<file path="config.mk">
export PLATFORM = sky130hd
export DESIGN_NAME = dword_value_scan_with_context_core
export DESIGN_NICKNAME = d
export VERILOG_FILES = /design/src/dvscan_pkg.sv /design/src/dword_value_scan_with_context_core.sv
export SDC_FILE = /design/constraint.sdc
export NUM_CORES = 2
export LEC_CHECK = 0
export BUFFER_PORTS_ARGS = -buffer_cell sky130_fd_sc_hd__buf_4
export CORE_ASPECT_RATIO = 0.8
export CORE_UTILIZATION = 40
export DETAILED_ROUTE_END_ITERATION = 10
export PLACE_DENSITY = 0.55
export SYNTH_ARGS = -nofsm -noshare
export SYNTH_HDL_FRONTEND = slang
export SYNTH_SLANG_ARGS = --single-unit
</file>
<file path="constraint.sdc">
create_clock -name clk_i -period 26.2 [get_ports clk_i]
set_clock_uncertainty 0.15 [all_clocks]
set_input_delay 1.31 -clock clk_i [delete_from_list [all_inputs] [get_ports clk_i]]
set_output_delay 1.31 -clock clk_i [all_outputs]
set_load 0.01 [all_outputs]
</file>
<file path="src/dvscan_pkg.sv">
// Shared constants, register map and result type for the dword value scanner.
package dvscan_pkg;

  localparam int CONTEXT_BYTES_DEF = 8;
  localparam int NUM_VALUES_DEF    = 4;
  localparam int NUM_WANTED        = 4;

  localparam int DATA_W = 32;
  localparam int CTX_W  = 64;
  localparam int CNT_W  = 4;
  localparam int ADDR_W = 5;
  localparam int IDX_W  = 3;

  localparam logic [IDX_W-1:0] REG_CMP_COUNT    = 3'd0;
  localparam logic [IDX_W-1:0] REG_REPORT_LIMIT = 3'd1;
  localparam logic [IDX_W-1:0] REG_WANTED_0     = 3'd2;
  localparam logic [IDX_W-1:0] REG_WANTED_1     = 3'd3;
  localparam logic [IDX_W-1:0] REG_WANTED_2     = 3'd4;
  localparam logic [IDX_W-1:0] REG_WANTED_3     = 3'd5;

  localparam logic KIND_REPORT  = 1'b0;
  localparam logic KIND_SUMMARY = 1'b1;

  typedef struct packed {
    logic              kind;
    logic [DATA_W-1:0] offset;
    logic [DATA_W-1:0] value;
    logic [CTX_W-1:0]  lead_bytes;
    logic [CNT_W-1:0]  lead_count;
    logic [CTX_W-1:0]  trail_bytes;
    logic [CNT_W-1:0]  trail_count;
    logic [DATA_W-1:0] total;
    logic              capped;
    logic              last;
  } result_t;

endpackage

</file>
<file path="src/dword_value_scan_with_context_core.sv">
// Byte-stream scanner for 32-bit little-endian values with leading and trailing context.
//
// Input channel: one buffer byte per transaction (data_byte_i, buffer_end_i on the last
// byte), taken when in_valid_i is high and in_stall_o is low. Output channel: one result
// per transaction on the result ports, taken when out_valid_o is high and out_stall_i low.
// Configuration: APB-style registers at 4*index (compare count, report limit, wanted values).
// Throughput: one byte per cycle while input is not stalled. A match report is pushed
// into the output queue in the cycle that the byte completing its trailing context is
// taken. After the last byte of a buffer the flush sequencer emits the pending reports,
// one per cycle while the skid entry is free, then the summary; input stalls while it runs.
// A two-entry output queue (result register plus skid) lets a byte be taken while a
// finished result waits; input stalls when the skid entry is occupied or a flush runs.
// Reset: configuration returns to defaults (no values compared, no report limit) and the
// per-buffer counters, marks and fill level clear. When the receiver stalls, the result
// holds and input stops once a further result has to wait in the skid entry.
module dword_value_scan_with_context_core #(
  parameter int CONTEXT_BYTES = dvscan_pkg::CONTEXT_BYTES_DEF,
  parameter int NUM_VALUES    = dvscan_pkg::NUM_VALUES_DEF
) (
  input  logic                           clk_i,
  input  logic                           rst_ni,
  input  logic                           in_valid_i,
  output logic                           in_stall_o,
  input  logic [7:0]                     data_byte_i,
  input  logic                           buffer_end_i,
  output logic                           out_valid_o,
  input  logic                           out_stall_i,
  output logic                           result_kind_o,
  output logic [dvscan_pkg::DATA_W-1:0]  match_offset_o,
  output logic [dvscan_pkg::DATA_W-1:0]  match_value_o,
  output logic [dvscan_pkg::CTX_W-1:0]   leading_bytes_o,
  output logic [dvscan_pkg::CNT_W-1:0]   leading_count_o,
  output logic [dvscan_pkg::CTX_W-1:0]   trailing_bytes_o,
  output logic [dvscan_pkg::CNT_W-1:0]   trailing_count_o,
  output logic [dvscan_pkg::DATA_W-1:0]  total_count_o,
  output logic                           capped_o,
  output logic                           last_result_o,
  input  logic                           psel,
  input  logic                           penable,
  input  logic                           pwrite,
  input  logic [dvscan_pkg::ADDR_W-1:0]  paddr,
  input  logic [dvscan_pkg::DATA_W-1:0]  pwdata,
  output logic [dvscan_pkg::DATA_W-1:0]  prdata,
  output logic                           pready
);

  localparam int HIST_DEPTH = 2 * CONTEXT_BYTES + 4;
  localparam int MARK_DEPTH = CONTEXT_BYTES + 1;
  localparam int HIW        = $clog2(HIST_DEPTH);
  localparam int FILL_W     = $clog2(HIST_DEPTH + 1);
  localparam int NCMP       = (NUM_VALUES < dvscan_pkg::NUM_WANTED) ?
                              NUM_VALUES : dvscan_pkg::NUM_WANTED;
  localparam int DW         = dvscan_pkg::DATA_W;
  localparam int CW         = dvscan_pkg::CNT_W;

  typedef logic [7:0] hist_t [HIST_DEPTH];

  function automatic dvscan_pkg::result_t make_report(input hist_t h,
                                                      input logic [CW-1:0] k,
                                                      input logic [FILL_W-1:0] fill,
                                                      input logic [DW-1:0] pos);
    dvscan_pkg::result_t r;
    logic [5:0] k6;
    logic [5:0] f6;
    logic [5:0] avail;
    logic [5:0] lead6;
    r     = '0;
    k6    = 6'(k);
    f6    = 6'(fill);
    avail = (f6 >= k6 + 6'd4) ? (f6 - k6 - 6'd4) : 6'd0;
    lead6 = (avail > 6'(CONTEXT_BYTES)) ? 6'(CONTEXT_BYTES) : avail;
    r.kind   = dvscan_pkg::KIND_REPORT;
    r.offset = pos - DW'(3) - DW'(k);
    r.value  = {h[HIW'(k6)], h[HIW'(k6 + 6'd1)], h[HIW'(k6 + 6'd2)], h[HIW'(k6 + 6'd3)]};
    for (int j = 0; j < CONTEXT_BYTES; j++) begin
      if (6'(j) < lead6) begin
        r.lead_bytes[8*j +: 8] = h[HIW'(k6 + 6'd3 + lead6 - 6'(j))];
      end
      if (6'(j) < k6) begin
        r.trail_bytes[8*j +: 8] = h[HIW'(k6 - 6'd1 - 6'(j))];
      end
    end
    r.lead_count  = CW'(lead6);
    r.trail_count = k;
    return r;
  endfunction

  // configuration registers
  logic [2:0]    cmp_count_q;
  logic [DW-1:0] report_limit_q;
  logic [DW-1:0] wanted_q [dvscan_pkg::NUM_WANTED];

  // per-buffer state
  hist_t                 hist_q;
  logic [MARK_DEPTH-1:0] marks_q;
  logic [DW-1:0]         pos_q;
  logic [DW-1:0]         reports_q;
  logic [DW-1:0]         total_q;
  logic                  cap_q;
  logic [FILL_W-1:0]     fill_q;

  // flush sequencer
  logic                  flush_active_q;
  logic [MARK_DEPTH-1:0] flush_marks_q;
  logic [FILL_W-1:0]     flush_fill_q;
  logic [DW-1:0]         flush_pos_q;
  logic [DW-1:0]         flush_total_q;
  logic                  flush_cap_q;

  // output queue
  logic                out_valid_q;
  logic                skid_valid_q;
  dvscan_pkg::result_t out_q;
  dvscan_pkg::result_t skid_q;

  logic [dvscan_pkg::IDX_W-1:0] reg_idx;
  logic                         cfg_wr;

  logic                  accept;
  hist_t                 hist_new;
  logic [FILL_W-1:0]     fill_new;
  logic [DW-1:0]         cand;
  logic                  hit;
  logic                  mark0;
  logic [MARK_DEPTH-1:0] marks_new;
  logic [MARK_DEPTH-1:0] marks_keep;
  logic [DW-1:0]         total_new;
  logic [DW-1:0]         reports_new;
  logic                  cap_new;

  logic                  flush_any;
  logic [CW-1:0]         flush_k;
  logic                  push_ok;
  logic                  push;
  dvscan_pkg::result_t   push_data;
  logic                  out_pop;

  assign reg_idx = paddr[dvscan_pkg::ADDR_W-1:2];
  assign cfg_wr  = psel && penable && pwrite;
  assign pready  = 1'b1;

  always_comb begin
    case (reg_idx)
      dvscan_pkg::REG_CMP_COUNT:    prdata = DW'(cmp_count_q);
      dvscan_pkg::REG_REPORT_LIMIT: prdata = report_limit_q;
      dvscan_pkg::REG_WANTED_0:     prdata = wanted_q[0];
      dvscan_pkg::REG_WANTED_1:     prdata = wanted_q[1];
      dvscan_pkg::REG_WANTED_2:     prdata = wanted_q[2];
      dvscan_pkg::REG_WANTED_3:     prdata = wanted_q[3];
      default:                      prdata = '0;
    endcase
  end

  always_ff @(posedge clk_i or negedge rst_ni) begin
    if (!rst_ni) begin
      cmp_count_q    <= '0;
      report_limit_q <= '1;
      for (int i = 0; i < dvscan_pkg::NUM_WANTED; i++) begin
        wanted_q[i] <= '0;
      end
    end else if (cfg_wr) begin
      case (reg_idx)
        dvscan_pkg::REG_CMP_COUNT:    cmp_count_q    <= pwdata[2:0];
        dvscan_pkg::REG_REPORT_LIMIT: report_limit_q <= pwdata;
        dvscan_pkg::REG_WANTED_0:     wanted_q[0]    <= pwdata;
        dvscan_pkg::REG_WANTED_1:     wanted_q[1]    <= pwdata;
        dvscan_pkg::REG_WANTED_2:     wanted_q[2]    <= pwdata;
        dvscan_pkg::REG_WANTED_3:     wanted_q[3]    <= pwdata;
        default: ;
      endcase
    end
  end

  assign push_ok    = !skid_valid_q;
  assign in_stall_o = flush_active_q || skid_valid_q;
  assign accept     = in_valid_i && !in_stall_o;
  assign out_pop    = out_valid_q && !out_stall_i;

  always_comb begin
    hist_new[0] = data_byte_i;
    for (int i = 1; i < HIST_DEPTH; i++) begin
      hist_new[i] = hist_q[i-1];
    end
    fill_new = (fill_q < FILL_W'(HIST_DEPTH)) ? fill_q + FILL_W'(1) : fill_q;
    cand     = {hist_new[0], hist_new[1], hist_new[2], hist_new[3]};
    hit      = 1'b0;
    for (int v = 0; v < NCMP; v++) begin
      if ((3'(v) < cmp_count_q) && (wanted_q[v] == cand)) begin
        hit = 1'b1;
      end
    end
    hit = hit && (fill_new >= FILL_W'(4));

    total_new   = total_q;
    reports_new = reports_q;
    cap_new     = cap_q;
    mark0       = 1'b0;
    if (hit) begin
      if (total_q != '1) begin
        total_new = total_q + DW'(1);
      end
      if (reports_q < report_limit_q) begin
        reports_new = reports_q + DW'(1);
        mark0       = 1'b1;
      end else begin
        cap_new = 1'b1;
      end
    end

    marks_new[0] = mark0;
    for (int i = 1; i < MARK_DEPTH; i++) begin
      marks_new[i] = marks_q[i-1];
    end
    marks_keep = marks_new;
    marks_keep[CONTEXT_BYTES] = 1'b0;
  end

  always_comb begin
    flush_any = 1'b0;
    flush_k   = '0;
    for (int i = 0; i < MARK_DEPTH; i++) begin
      if (flush_marks_q[i]) begin
        flush_any = 1'b1;
        flush_k   = CW'(i);
      end
    end
  end

  always_comb begin
    push      = 1'b0;
    push_data = '0;
    if (flush_active_q) begin
      push = push_ok;
      if (flush_any) begin
        push_data = make_report(hist_q, flush_k, flush_fill_q, flush_pos_q);
      end else begin
        push_data.kind   = dvscan_pkg::KIND_SUMMARY;
        push_data.total  = flush_total_q;
        push_data.capped = flush_cap_q;
        push_data.last   = 1'b1;
      end
    end else if (accept && !buffer_end_i && marks_new[CONTEXT_BYTES]) begin
      push           = 1'b1;
      push_data      = make_report(hist_new, CW'(CONTEXT_BYTES), fill_new, pos_q);
      push_data.last = 1'b1;
    end
  end

  always_ff @(posedge clk_i) begin
    if (accept) begin
      hist_q <= hist_new;
    end
  end

  always_ff @(posedge clk_i or negedge rst_ni) begin
    if (!rst_ni) begin
      marks_q   <= '0;
      pos_q     <= '0;
      reports_q <= '0;
      total_q   <= '0;
      cap_q     <= 1'b0;
      fill_q    <= '0;
    end else if (accept) begin
      if (buffer_end_i) begin
        marks_q   <= '0;
        pos_q     <= '0;
        reports_q <= '0;
        total_q   <= '0;
        cap_q     <= 1'b0;
        fill_q    <= '0;
      end else begin
        marks_q   <= marks_keep;
        pos_q     <= pos_q + DW'(1);
        reports_q <= reports_new;
        total_q   <= total_new;
        cap_q     <= cap_new;
        fill_q    <= fill_new;
      end
    end
  end

  always_ff @(posedge clk_i or negedge rst_ni) begin
    if (!rst_ni) begin
      flush_active_q <= 1'b0;
      flush_marks_q  <= '0;
    end else if (accept && buffer_end_i) begin
      flush_active_q <= 1'b1;
      flush_marks_q  <= marks_new;
    end else if (flush_active_q && push_ok) begin
      if (flush_any) begin
        flush_marks_q <= flush_marks_q & ~(MARK_DEPTH'(1) << flush_k);
      end else begin
        flush_active_q <= 1'b0;
      end
    end
  end

  always_ff @(posedge clk_i) begin
    if (accept && buffer_end_i) begin
      flush_fill_q  <= fill_new;
      flush_pos_q   <= pos_q;
      flush_total_q <= total_new;
      flush_cap_q   <= cap_new;
    end
  end

  always_ff @(posedge clk_i or negedge rst_ni) begin
    if (!rst_ni) begin
      out_valid_q  <= 1'b0;
      skid_valid_q <= 1'b0;
    end else if (out_pop || !out_valid_q) begin
      out_valid_q  <= skid_valid_q || push;
      skid_valid_q <= 1'b0;
    end else if (push) begin
      skid_valid_q <= 1'b1;
    end
  end

  always_ff @(posedge clk_i) begin
    if (out_pop || !out_valid_q) begin
      out_q <= skid_valid_q ? skid_q : push_data;
    end else if (push) begin
      skid_q <= push_data;
    end
  end

  assign out_valid_o      = out_valid_q;
  assign result_kind_o    = out_q.kind;
  assign match_offset_o   = out_q.offset;
  assign match_value_o    = out_q.value;
  assign leading_bytes_o  = out_q.lead_bytes;
  assign leading_count_o  = out_q.lead_count;
  assign trailing_bytes_o = out_q.trail_bytes;
  assign trailing_count_o = out_q.trail_count;
  assign total_count_o    = out_q.total;
  assign capped_o         = out_q.capped;
  assign last_result_o    = out_q.last;

endmodule

</file>
==> metrics.yaml <==
worstSkewPairLatency_ns: 0.81
synth_largest_area_cell: "edfxtp_1"
post-route-drc-count: 0
cts_inserted_buffers: 106
route.detailed.wl_per_inst_um: 33.5
overall_routing_resource_usage: 0.327
die_h_um: 368
cts_setup_buffers: 0
first_global_vias: 52200
seq_cells_post_synth: 985
final_layout_size_suffix_gt1_frac: 0.240
post-synth-top-area-fraction: 0.314
fin_crit_ns: 9.30
ys_warn_count: 0
worst_setup_hold_path_clk_slew_ns: 0.06
dominantRegCellSynth: "edfxtp_1"
timing.final.max_slew_violations: 0
worst-endpoint-required_ns: 26.55
synth_sequential_area_ratio: 0.421
synthMuxAreaShare: 0.243
post_synth_num_cell_types: 106
final_min_period_over_clock_period: 0.355
post_synth.cell_area_avg_um2: 10.9
avgViaCountPerCell: 6.60
hold_ws_ns: 0.309
place.gp.congestion: 1.03
dieWidth_um: 460
final_cell_mix: "nand2_1, edfxtp_1, mux2i_1"
synth-edff-count: 700
detail_placement_hpwl_um: 194000
cts.hold.buffers_added: 0
post_synth_inst_count: 6145
power_density_mw_per_mm2: 95.4
detail_route.wirelength_um: 285000
worst_hold_path_type: "primary input to async pin"
ir_drop_mv: 0.0599
dr_total_vias: 56100
die_area_mm2: 0.169
design.core.area_mm2: 0.165
layout_commonest_cell: "nand2_1"
initial_core_util: 0.405
setup_viol: 0
setup.worst_path.start_class: "flop"
num_io_pins: 323
area_growth_pct: 12.2
fmax_mhz: 108
ctsLongestPathBuffers: 3
maxCapViolCount: 0
detailedRoute.firstPassIterationCount: 7
clockRootBuffer: "clkbuf_16"
post_synth_and_or_nand_nor_area_fraction: 0.110
detail_route.iter0.violations: 7674
final_antenna_net_count: 0
worstSetupPathType: "flop to flop"
fp-row-count: 133
total_power_of_the_final_layout_mw: 7.17
leakagePower_nw: 30.4
critPathArrivalTime_ns: 9.64
cts_resized: 0
nets: 6322
status: "completed"
grt_overflow: 0
worstPathMaxFanout: 65
cts_tree: "yes"
grt_first_pass_wirelength_um: 398000
unrepaired_setup_endpoints_after_global_routing: "no"
synth_top_cells_by_area: "edfxtp_1, dfrtp_1, mux4_2"
syn-cell-area_mm2: 0.0670
antenna_found_initial: 17
grt_start_max_net_pins: 150
asyncSetResetFlopFracSynth: 0.289
setup_tns_ns: 0
yosys.area_share.xor_xnor: 0.0372
cts.sink_count: 985
synth_compound_area_frac: 0.128
port-buffer-count: 319
timing.final.hold_violations: 0
synth_adder_area_share: 0.0176
main_combinational_cell_family_by_area_after_synthesis: "multiplexers"
htreeDepth: 3
end_kind: "flop"
slew_headroom: 0.0587
fill_cells: 15400
timing_worst_slew_pin_value_ns: 1.41
-- logic make-up (layout without fill, tap and decap cells) --
group           Yosys count  after routing
simple gates           1591           1591
other cells               1             14
buf+inv                 725            847
fa+ha+maj                92             92
mux                    1244           1244
flops                   985            985
compound gates         1231           1231
xor+xnor                276            276
-- worst paths after layout --
kind / cells after the start / slack [ns] / to / start
max: 27 / 16.90 / leading_bytes_o[14] / flush_marks_q[8]
min: 1 / 0.31 / total_q[16] / rst_ni
max reg2reg: 27 / 16.90 / leading_bytes_o[14] / flush_marks_q[8]
min reg2reg: 0 / 0.32 / hist_new[111] / hist_new[119]
max in group asynchronous: 2 / 24.05 / wanted_q[64] / rst_ni
min in group clk_i: 0 / 0.32 / hist_new[111] / hist_new[119]
-- stage by stage --
step / util / worst slack (ns) / instance area, µm² / std cells
2_1_floorplan: - / 9.32 / 67000 / 6146
3_3_place_gp: 0.433 / 17.40 / 71600 / 8296
3_5_place_dp: 0.433 / 17.31 / 71600 / 8296
4_1_cts: 0.455 / 17.26 / 75200 / 8495
5_1_grt: 0.455 / 16.71 / 75200 / 8498
6_report: 0.455 / 16.90 / 75200 / 8507
-- critical path, cell delays in order, from the launching register on --
cell and delay (ns):
dfrtp_1 0.35, buf_4 0.42, a21o_2 0.71, ha_1 0.32, inv_1 0.09, fa_1 0.46
nand2b_1 0.17, a211oi_1 0.50, nor3_2 0.21, nor3b_1 0.46, ha_1 0.21, a21oi_1 0.09
nor2_1 0.12, o31ai_1 0.08, a21oi_1 0.57, o31a_1 0.23, buf_4 0.42, nor2_2 0.11
inv_2 0.06, buf_4 0.69, ha_1 0.51, inv_1 0.15, o221ai_1 0.44, xnor2_1 0.20
buf_4 0.24, nor2_1 0.20, a211o_1 0.48, mux2_4 0.28
-- cells in the mapped netlist (53+ instances only) --
library cell	n
xor2_1	56
ha_1	88
a21oi_1	138
nand3_1	137
o21ai_0	339
a31o_2	53
mux2i_1	590
nand4_1	67
a211oi_1	76
xnor2_1	212
o22ai_1	66
o211ai_1	61
clkbuf_1	413
dfrtp_1	253
mux2_2	382
mux4_2	264
nand2_1	730
and3_1	123
buf_1	84
buf_2	58
nor3_1	69
edfxtp_1	700
nor2_1	249
inv_1	122
-- flip-flops by register name, summed over array words and instances (netlist names), 4 cells and up --
register	flops
cand	24
fill_q	5
flush_fill_q	5
flush_marks_q	9
flush_pos_q	32
flush_total_q	32
hist_new	128
hist_q	8
leading_bytes_o	64
leading_count_o	4
marks_q	8
match_offset_o	32
match_value_o	32
pos_q	32
report_limit_q	32
reports_q	32
skid_q	235
total_count_o	32
total_q	32
trailing_bytes_o	64
trailing_count_o	4
wanted_q	128
-- layer usage --
layer,vias up,global-route usage,wire length (µm),share of wire
li1,23400,-,-,-
met1,28200,0.441,114000,0.40
met2,3738,0.467,119000,0.42
met3,806,0.117,35700,0.13
met4,8,0.148,15700,0.055
met5,-,0.00399,59,0.00021
-- power by group --
group	total, mW	internal [mW]	switching (mW)
Sequential	2.50	2.11	0.388
Clock	1.59	0.886	0.700
Combinational	3.09	1.22	1.87
-- cell type report --
cell class | instances | area (µm²) | area share
Antenna cell | 12 | 30.0 | 0.000399
Clock buffer | 131 | 2830 | 0.0376
Clock inverter | 68 | 808 | 0.0107
Inverter | 133 | 523 | 0.00695
Multi-Input combinational cell | 4436 | 36200 | 0.481
Sequential cell | 985 | 28200 | 0.375
Tap cell | 2227 | 2790 | 0.0370
Timing Repair Buffer | 515 | 3900 | 0.0518
Power figures use the tool's default switching activity.
